File: src/rtl/core/srtf_pkg.sv
// Package: shared constants, item types and helpers for the SRTF scheduler.
`timescale 1ns / 1ps

package srtf_pkg;

    localparam int MAX_TASKS  = 16;
    localparam int TIME_WIDTH = 16;
    localparam int IDX_W      = (MAX_TASKS > 1) ? $clog2(MAX_TASKS) : 1;
    localparam int CNT_W      = $clog2(MAX_TASKS + 1);

    localparam logic ACT_LOAD = 1'b0;
    localparam logic ACT_TICK = 1'b1;

    typedef logic [TIME_WIDTH-1:0] time_t;
    typedef logic [IDX_W-1:0]      idx_t;
    typedef logic [CNT_W-1:0]      cnt_t;

    localparam time_t TIME_MAX = '1;

    typedef struct packed {
        logic        action;
        logic [15:0] arrival_time;
        logic [15:0] burst_time;
    } cmd_t;

    typedef struct packed {
        logic        load_rejected;
        logic        idle;
        logic [4:0]  task_id;
        logic        finished;
        logic [15:0] completion_time;
        logic [15:0] turnaround_time;
        logic [15:0] waiting_time;
        logic [15:0] response_time;
        logic        all_done;
    } res_t;

    // Key of one task as seen by the selection compare.
    typedef struct packed {
        time_t remaining;
        time_t arrival;
    } sel_key_t;

    // Clamp a 16-bit input time into the scheduler's time range.
    function automatic time_t sat_time(input logic [15:0] v);
        logic [31:0] v32;
        v32 = 32'(v);
        if (v32 > 32'(TIME_MAX))
            return TIME_MAX;
        return time_t'(v32);
    endfunction

endpackage

File: src/rtl/core/srtf_cmp.sv
// Selection compare: is a candidate task a better pick than the current best.
`timescale 1ns / 1ps

module srtf_cmp
    import srtf_pkg::*;
(
    input  sel_key_t cand,
    input  sel_key_t best,
    input  logic     has_best,
    output logic     better
);

    // Less remaining time wins; on a tie, the earlier arrival wins.
    // Equal keys keep the lower slot, which was seen first.
    always_comb
    begin
        better = !has_best
              || (cand.remaining < best.remaining)
              || ((cand.remaining == best.remaining) && (cand.arrival < best.arrival));
    end

endmodule

File: src/rtl/core/shortest_remaining_time_scheduler.sv
// Top level: preemptive shortest-remaining-time-first scheduler with a task table.
`timescale 1ns / 1ps

// A load item puts a task (arrival, burst) into the next free slot of a
// MAX_TASKS-entry table and returns its result on the next clock edge; a full
// table rejects it. A tick item scans the loaded slots one per cycle through a
// single shared compare unit, picks the ready task with the least remaining
// time (earlier arrival, then lower slot on ties), runs it for one time unit
// and reports it, with completion statistics when it finishes. A tick reads
// each loaded slot through a registered table read, drains the last read,
// then updates the chosen task and registers its result. cmd_ready is low
// while a tick is in work, and an item is taken only when the result
// register is empty or being emptied in the same cycle. Time saturates at
// its maximum; a burst of zero counts as one.

module shortest_remaining_time_scheduler
    import srtf_pkg::*;
(
    input  logic clk,
    input  logic rst_n,
    input  logic cmd_valid,
    output logic cmd_ready,
    input  cmd_t cmd,
    output logic res_valid,
    input  logic res_ready,
    output res_t res
);

    typedef enum logic [1:0] {
        ST_IDLE,
        ST_SCAN,
        ST_EVAL
    } state_t;

    // Task table, one write and one read port each.
    time_t arrival_mem   [MAX_TASKS];
    time_t burst_mem     [MAX_TASKS];
    time_t remaining_mem [MAX_TASKS];
    time_t start_mem     [MAX_TASKS];

    state_t                 state_reg,    state_next;
    logic [MAX_TASKS-1:0]   done_reg,     done_next;
    cnt_t                   task_cnt_reg, task_cnt_next;
    cnt_t                   fin_cnt_reg,  fin_cnt_next;
    time_t                  time_reg,     time_next;
    cnt_t                   scan_reg,     scan_next;
    logic                   cmp_vld_reg,  cmp_vld_next;
    idx_t                   cmp_idx_reg,  cmp_idx_next;
    logic                   has_pick_reg, has_pick_next;
    idx_t                   best_idx_reg, best_idx_next;
    time_t                  best_arr_reg, best_arr_next;
    time_t                  best_bur_reg, best_bur_next;
    time_t                  best_rem_reg, best_rem_next;
    time_t                  best_sta_reg, best_sta_next;
    logic                   res_vld_reg,  res_vld_next;
    res_t                   res_reg,      res_next;

    // Registered table read data.
    time_t rd_arr_reg;
    time_t rd_bur_reg;
    time_t rd_rem_reg;
    time_t rd_sta_reg;

    logic  accept;
    logic  rd_en;
    idx_t  rd_addr;
    logic  load_we;
    logic  rem_we;
    logic  sta_we;
    idx_t  wr_addr;
    time_t load_arr;
    time_t load_bur;
    time_t rem_wdata;
    time_t sta_wdata;

    sel_key_t cand_key;
    sel_key_t best_key;
    logic     cand_better;
    logic     cand_ready;

    // Update-step arithmetic.
    time_t rem_dec;
    time_t time_inc;
    time_t run_start;
    time_t tat;
    time_t wt;
    logic  first_run;

    assign cmd_ready = (state_reg == ST_IDLE) && (!res_vld_reg || res_ready);
    assign accept    = cmd_valid && cmd_ready;
    assign res_valid = res_vld_reg;
    assign res       = res_reg;

    assign rd_addr = scan_reg[IDX_W-1:0];
    assign rd_en   = (state_reg == ST_SCAN) && (scan_reg < task_cnt_reg);

    assign cand_key.remaining = rd_rem_reg;
    assign cand_key.arrival   = rd_arr_reg;
    assign best_key.remaining = best_rem_reg;
    assign best_key.arrival   = best_arr_reg;

    // Shared compare unit: one slot per cycle.
    srtf_cmp u_cmp (
        .cand     (cand_key),
        .best     (best_key),
        .has_best (has_pick_reg),
        .better   (cand_better)
    );

    assign cand_ready = cmp_vld_reg && !done_reg[cmp_idx_reg] && (rd_arr_reg <= time_reg);

    always_comb
    begin
        load_arr  = sat_time(cmd.arrival_time);
        load_bur  = sat_time(cmd.burst_time);
        if (load_bur == '0)
            load_bur = time_t'(1);

        rem_dec   = best_rem_reg - time_t'(1);
        time_inc  = (time_reg == TIME_MAX) ? time_reg : time_reg + time_t'(1);
        first_run = (best_rem_reg == best_bur_reg);
        run_start = first_run ? time_reg : best_sta_reg;
        tat       = time_inc - best_arr_reg;
        wt        = (tat >= best_bur_reg) ? tat - best_bur_reg : '0;
    end

    always_comb
    begin
        state_next    = state_reg;
        done_next     = done_reg;
        task_cnt_next = task_cnt_reg;
        fin_cnt_next  = fin_cnt_reg;
        time_next     = time_reg;
        scan_next     = scan_reg;
        cmp_vld_next  = 1'b0;
        cmp_idx_next  = cmp_idx_reg;
        has_pick_next = has_pick_reg;
        best_idx_next = best_idx_reg;
        best_arr_next = best_arr_reg;
        best_bur_next = best_bur_reg;
        best_rem_next = best_rem_reg;
        best_sta_next = best_sta_reg;
        res_vld_next  = res_vld_reg && !res_ready;
        res_next      = res_reg;

        load_we   = 1'b0;
        rem_we    = 1'b0;
        sta_we    = 1'b0;
        wr_addr   = task_cnt_reg[IDX_W-1:0];
        rem_wdata = load_bur;
        sta_wdata = '0;

        case (state_reg)
            ST_IDLE:
            begin
                if (accept)
                begin
                    if (cmd.action == ACT_LOAD)
                    begin
                        res_next     = '0;
                        res_vld_next = 1'b1;
                        if (task_cnt_reg >= cnt_t'(MAX_TASKS))
                        begin
                            res_next.load_rejected = 1'b1;
                            res_next.all_done      = (fin_cnt_reg == task_cnt_reg);
                        end
                        else
                        begin
                            load_we   = 1'b1;
                            rem_we    = 1'b1;
                            sta_we    = 1'b1;
                            done_next[task_cnt_reg[IDX_W-1:0]] = 1'b0;
                            task_cnt_next = task_cnt_reg + cnt_t'(1);
                            res_next.all_done = (fin_cnt_reg == task_cnt_next);
                        end
                    end
                    else
                    begin
                        scan_next     = '0;
                        has_pick_next = 1'b0;
                        state_next    = ST_SCAN;
                    end
                end
            end

            ST_SCAN:
            begin
                // Issue the read of the next slot.
                if (rd_en)
                begin
                    cmp_vld_next = 1'b1;
                    cmp_idx_next = rd_addr;
                    scan_next    = scan_reg + cnt_t'(1);
                end
                else
                begin
                    state_next = ST_EVAL;
                end
                // Compare the slot read last cycle.
                if (cand_ready && cand_better)
                begin
                    has_pick_next = 1'b1;
                    best_idx_next = cmp_idx_reg;
                    best_arr_next = rd_arr_reg;
                    best_bur_next = rd_bur_reg;
                    best_rem_next = rd_rem_reg;
                    best_sta_next = rd_sta_reg;
                end
            end

            ST_EVAL:
            begin
                res_next     = '0;
                res_vld_next = 1'b1;
                time_next    = time_inc;
                state_next   = ST_IDLE;
                if (!has_pick_reg)
                begin
                    res_next.idle     = 1'b1;
                    res_next.all_done = (fin_cnt_reg == task_cnt_reg);
                end
                else
                begin
                    wr_addr   = best_idx_reg;
                    rem_we    = 1'b1;
                    rem_wdata = rem_dec;
                    sta_we    = first_run;
                    sta_wdata = time_reg;
                    res_next.task_id = 5'(best_idx_reg) + 5'd1;
                    if (rem_dec == '0)
                    begin
                        done_next[best_idx_reg]   = 1'b1;
                        fin_cnt_next              = fin_cnt_reg + cnt_t'(1);
                        res_next.finished         = 1'b1;
                        res_next.completion_time  = 16'(time_inc);
                        res_next.turnaround_time  = 16'(tat);
                        res_next.waiting_time     = 16'(wt);
                        res_next.response_time    = 16'(run_start - best_arr_reg);
                    end
                    res_next.all_done = (fin_cnt_next == task_cnt_reg);
                end
            end

            default:
            begin
                state_next = ST_IDLE;
            end
        endcase
    end

    // State and registered outputs.
    always_ff @(posedge clk or negedge rst_n)
    begin
        if (!rst_n)
        begin
            state_reg    <= ST_IDLE;
            done_reg     <= '0;
            task_cnt_reg <= '0;
            fin_cnt_reg  <= '0;
            time_reg     <= '0;
            scan_reg     <= '0;
            cmp_vld_reg  <= 1'b0;
            has_pick_reg <= 1'b0;
            res_vld_reg  <= 1'b0;
        end
        else
        begin
            state_reg    <= state_next;
            done_reg     <= done_next;
            task_cnt_reg <= task_cnt_next;
            fin_cnt_reg  <= fin_cnt_next;
            time_reg     <= time_next;
            scan_reg     <= scan_next;
            cmp_vld_reg  <= cmp_vld_next;
            has_pick_reg <= has_pick_next;
            res_vld_reg  <= res_vld_next;
        end
    end

    // Payload registers, no reset.
    always_ff @(posedge clk)
    begin
        cmp_idx_reg  <= cmp_idx_next;
        best_idx_reg <= best_idx_next;
        best_arr_reg <= best_arr_next;
        best_bur_reg <= best_bur_next;
        best_rem_reg <= best_rem_next;
        best_sta_reg <= best_sta_next;
        res_reg      <= res_next;
    end

    // Task table writes.
    always_ff @(posedge clk)
    begin
        if (load_we)
        begin
            arrival_mem[wr_addr] <= load_arr;
            burst_mem[wr_addr]   <= load_bur;
        end
        if (rem_we)
            remaining_mem[wr_addr] <= rem_wdata;
        if (sta_we)
            start_mem[wr_addr] <= sta_wdata;
    end

    // Task table reads, registered.
    always_ff @(posedge clk)
    begin
        if (rd_en)
        begin
            rd_arr_reg <= arrival_mem[rd_addr];
            rd_bur_reg <= burst_mem[rd_addr];
            rd_rem_reg <= remaining_mem[rd_addr];
            rd_sta_reg <= start_mem[rd_addr];
        end
    end

endmodule

File: config.mk
export PLATFORM = sky130hd
export DESIGN_NAME = shortest_remaining_time_scheduler
export DESIGN_NICKNAME = d
export VERILOG_FILES = /design/src/rtl/core/srtf_pkg.sv /design/src/rtl/core/srtf_cmp.sv /design/src/rtl/core/shortest_remaining_time_scheduler.sv
export SDC_FILE = /design/constraint.sdc
export NUM_CORES = 1
export LEC_CHECK = 0
export BUFFER_PORTS_ARGS = -buffer_cell sky130_fd_sc_hd__clkbuf_2
export CORE_UTILIZATION = 25
export DETAILED_ROUTE_END_ITERATION = 8
export HOLD_SLACK_MARGIN = 0.06
export SLEW_MARGIN = 20
export SYNTH_ARGS = -nofsm -noshare
export SYNTH_HDL_FRONTEND = slang
export SYNTH_SLANG_ARGS = --single-unit
File: constraint.sdc
create_clock -name clk -period 9.69 [get_ports clk]
set_clock_uncertainty 0.15 [all_clocks]
set_input_delay 1.938 -clock clk [delete_from_list [all_inputs] [get_ports clk]]
set_output_delay 1.938 -clock clk [all_outputs]
set_load 0.05 [all_outputs]
==> key figures <==
Clock tree
  – H-tree levels: 4
  – Clock buffer depth: 3
  – Hold Buf Count CTS: 0
  – Sink Count: 1285
  – Root Buffer: clkbuf_16
  – CTS resizes: 0
  – Worst-Skew Late Latency: a little under 0.8 ns
  – CTS tree: built
  – CTS buffer count: 138
  – Post-CTS Setup Bufs: 0
  – Worst-path clk slew: roughly 0.06 ns

Critical path
  – Worst reg2reg path depth: 20
  – Crit path launch type: flip-flop
  – CP Cell Sequence: and3_1 -> nand3_1 -> nor3_2 -> nand3_1 -> xnor2_1 -> ha_1 -> fa_1 -> nor2b_1 -> o21ai_0 -> a21boi_0 -> nor2_1 -> ha_1 -> and3_1 -> a221oi_1 -> o21ai_0 -> a31oi_1 -> o21ai_0 -> nand3_1 -> a21o_4 -> nor2_1
  – R2R Setup Slk: around 4.0 ns
  – Largest stage delay on the critical path: ~0.45 ns
  – Kind of end point of the critical path: flip-flop
  – Worst-path maximum fanout: 16
  – CP required: 10.04 ns
  – Critical path class: reg -> reg
  – Slowest cell on the critical path: dfrtp_1
  – Critical R2R Capture: res[21]
  – CP arrival: slightly above 6 ns
  – Worst r2r src: time_reg[2]

Job
  – # Max-Cap Violations: 0

Layout
  – Commonest non-fill, non-tap cell in the layout: edfxtp_1
  – Area growth, synth to finish: 16.2%
  – NumNets Final: between 3000 and 4000
  – Fillers: a little over 20000
  – Fraction of layout cells with a size suffix above 1: about a quarter
  – Most frequent cells in the layout: edfxtp_1, mux4_2, clkbuf_16, clkbuf_2, ha_1

Synthesis
  – Avg Synthesized Cell Area: roughly 19 um^2
  – Synth unique cells: 73
  – Share of the synthesized area in the top cell type: roughly 70%
  – Main area contributors after synthesis: edfxtp_1, mux4_2, ha_1
  – Yosys reg bits: approximately 1300
  – Yosys warns: 0
  – Largest family of logic cells by synthesized area: multiplexers
  – Post-synthesis mux area share: between 10% and 20%
  – Post-synthesis adder-cell area fraction: under 10%
  – Gate Count Post-Synth: 2743
  – Mapped Area: between 0.05 and 0.06 mm^2
  – Number of synthesized flops with an enable pin: 1233
  – Compound-gate portion of the synthesized area: ~2.8%
  – Async SR Flop Fraction: 4.05%
  – Synth Area in Simple Gates: between 4 and 5%
  – Synth Flop Type: edfxtp_1
  – Synth Area in XOR/XNOR: under 10%
  – Largest area contributor in the netlist: edfxtp_1
  – Mapped Nets: between 2000 and 3000
  – Sequential-to-total area share from yosys stat: a little over 70%

STA
  – Final hold vios: 0
  – Final period util: slightly below 60%
  – Sum Neg Setup Slack: 0 ns
  – Final Max Tran Viols: 0
  – Final Critical Period: between 5 and 6 ns
  – Setup ws final: 3.97 ns
  – Worst slew pin tran: approximately 1.2 ns
  – Fmax achieved: ~170 MHz
  – RSZ-0062 raised after global routing: no
  – Worst relative slew slack: approximately 23%
  – Final setup violation count: 0

Pwr
  – Leakage power: 19.5 nW
  – Peak VDD IR: between 0.2 and 0.3 mV
  – PwrDens: between 200 and 300 mW/mm^2

Floorplan
  – # IOs: between 100 and 150
  – Die height: approximately 460 um
  – Row Count: approximately 170
  – Die area: 0.213 mm^2
  – Starting Density: around 25%
  – Die width: ~460 um
  – Core ar.: around 0.21 mm^2

Outcome
  – Status: complete, no violations

Route
  – Drt first pass iters: 5
  – Post-DRT Antenna Nets: 0
  – Post-DR vias/cell: approximately 4.5
  – WL final: 129000 um
  – DRC Markers: 0
  – Drt first-iter violations: ~2600
  – Wire length per cell: 22.1 um
  – Via Count: 26300

Hold path
  – Hold path cells: 0
  – Hold Crit Endpoint: best_sta_reg[5]
  – Tightest Hold Check Type: reg -> reg
  – HP Start: rd_sta_reg[5]

Global routing
  – Vias in the first global route: approximately 26000
  – Pin count of the biggest net entering global routing: about 130
  – All-Layer GR Usage: between 10% and 20%
  – Initial antenna violation count: 21
  – Overflow after GRT: 0
  – First-pass GRT wire length: approximately 190000 um

Place
  – Buffers on Ports: between 100 and 150
  – DPL Wire Length: 81800 um
  – Routability congestion estimate: just under 0.9
  – Placement Setup Slack: between 4 and 5 ns
-- through the flow --
| stage | util [%] | instance area (um^2) | std cells | total power, mW | hold slack (ns) |
|---|---|---|---|---|---|
| global route | 29.3 | 61300 | 5834 | 17.2 | 0.272 |
| CTS | 29.2 | 61300 | 5833 | 16.7 | 0.268 |
| detailed placement | 27.2 | 57000 | 5587 | 11.6 | 0.255 |
| global placement | 27.2 | 57000 | 5587 | 11.6 | 0.254 |
| finish | 29.3 | 61300 | 5834 | 16.5 | 0.267 |
| floorplan | - | 52700 | 2743 | 10.2 | 0.250 |
-- critical path, delay by kind of cell, from the launching register on --
kind                       cells  cell delay, ns
DFF                            1            0.45
adders and majority gates      3            1.04
and+or+nand+nor                9            1.78
AOI/OAI and AO/OA              7            1.80
xor gates and xnor gates       1            0.22
-- how the worst max path moves through the flow --
stage / slack [ns] / start / endpoint
finish: 3.97 / time_reg[2] / res[21]
global placement: 4.16 / time_reg[2] / res[32]
CTS: 4.03 / time_reg[2] / res[21]
global route: 3.54 / time_reg[2] / res[32]
detailed placement: 4.07 / time_reg[2] / res[21]
floorplan: 2.16 / time_reg[9] / best_arr_reg[0]
-- power by group --
part	internal (mW)	total, mW	switching, mW
clock network	2.89	5.05	2.16
registers	6.62	7.04	0.415
logic	1.96	4.46	2.50
total	11.5	16.5	5.07
-- synth_stat cells, types with 3 or more instances --
cell type and number:
and3_1 7, a211oi_1 11, fa_1 3, nand2b_1 18
nor2_4 8, buf_2 14, nand3_1 36, nor3_1 28
and2_1 20, nor2_1 159, buf_1 24, a21oi_1 40
o21bai_1 6, edfxtp_1 1233, nor2b_1 19, o21a_1 17
dfrtp_1 52, nor4_1 13, mux2i_1 4, or3_1 5
mux4_2 325, nand4_1 18, nor2_2 3, inv_1 94
a21o_1 19, xnor2_1 69, buf_6 3, xor2_1 40
o2111ai_1 4, nand2_1 94, o21ai_0 77, a31oi_1 18
clkbuf_1 79, ha_1 110, o22a_1 15, or2_2 7
-- final cells by class --
cell class,instances,area [um^2],share of cell area [%]
timing repair buffer,162,963,1.57
sequential,1285,38300,62.5
clock inverter,75,568,0.926
tap,2805,3510,5.72
multi-input combinational,1241,13800,22.5
clock buffer,171,3760,6.13
inverter,94,353,0.575
antenna,1,2.50,0.00408
-- cell families after synthesis --
family / after synthesis
mux: 331
xor+xnor: 109
buf+inv: 217
flops: 1285
simple gates: 456
compound gates: 232
fa+ha+maj: 113
-- layer usage --
metal  vias to the layer above  GRT usage (%)  share of wire [%]
met2                       923           18.3                 45
met1                     13800           17.0                 45
met3                       229           2.33                6.4
met5                         -              0              0.081
li1                      11400              -                  -
met4                        14           4.13                3.0
No activity file was read; power rests on OpenSTA's default activity.
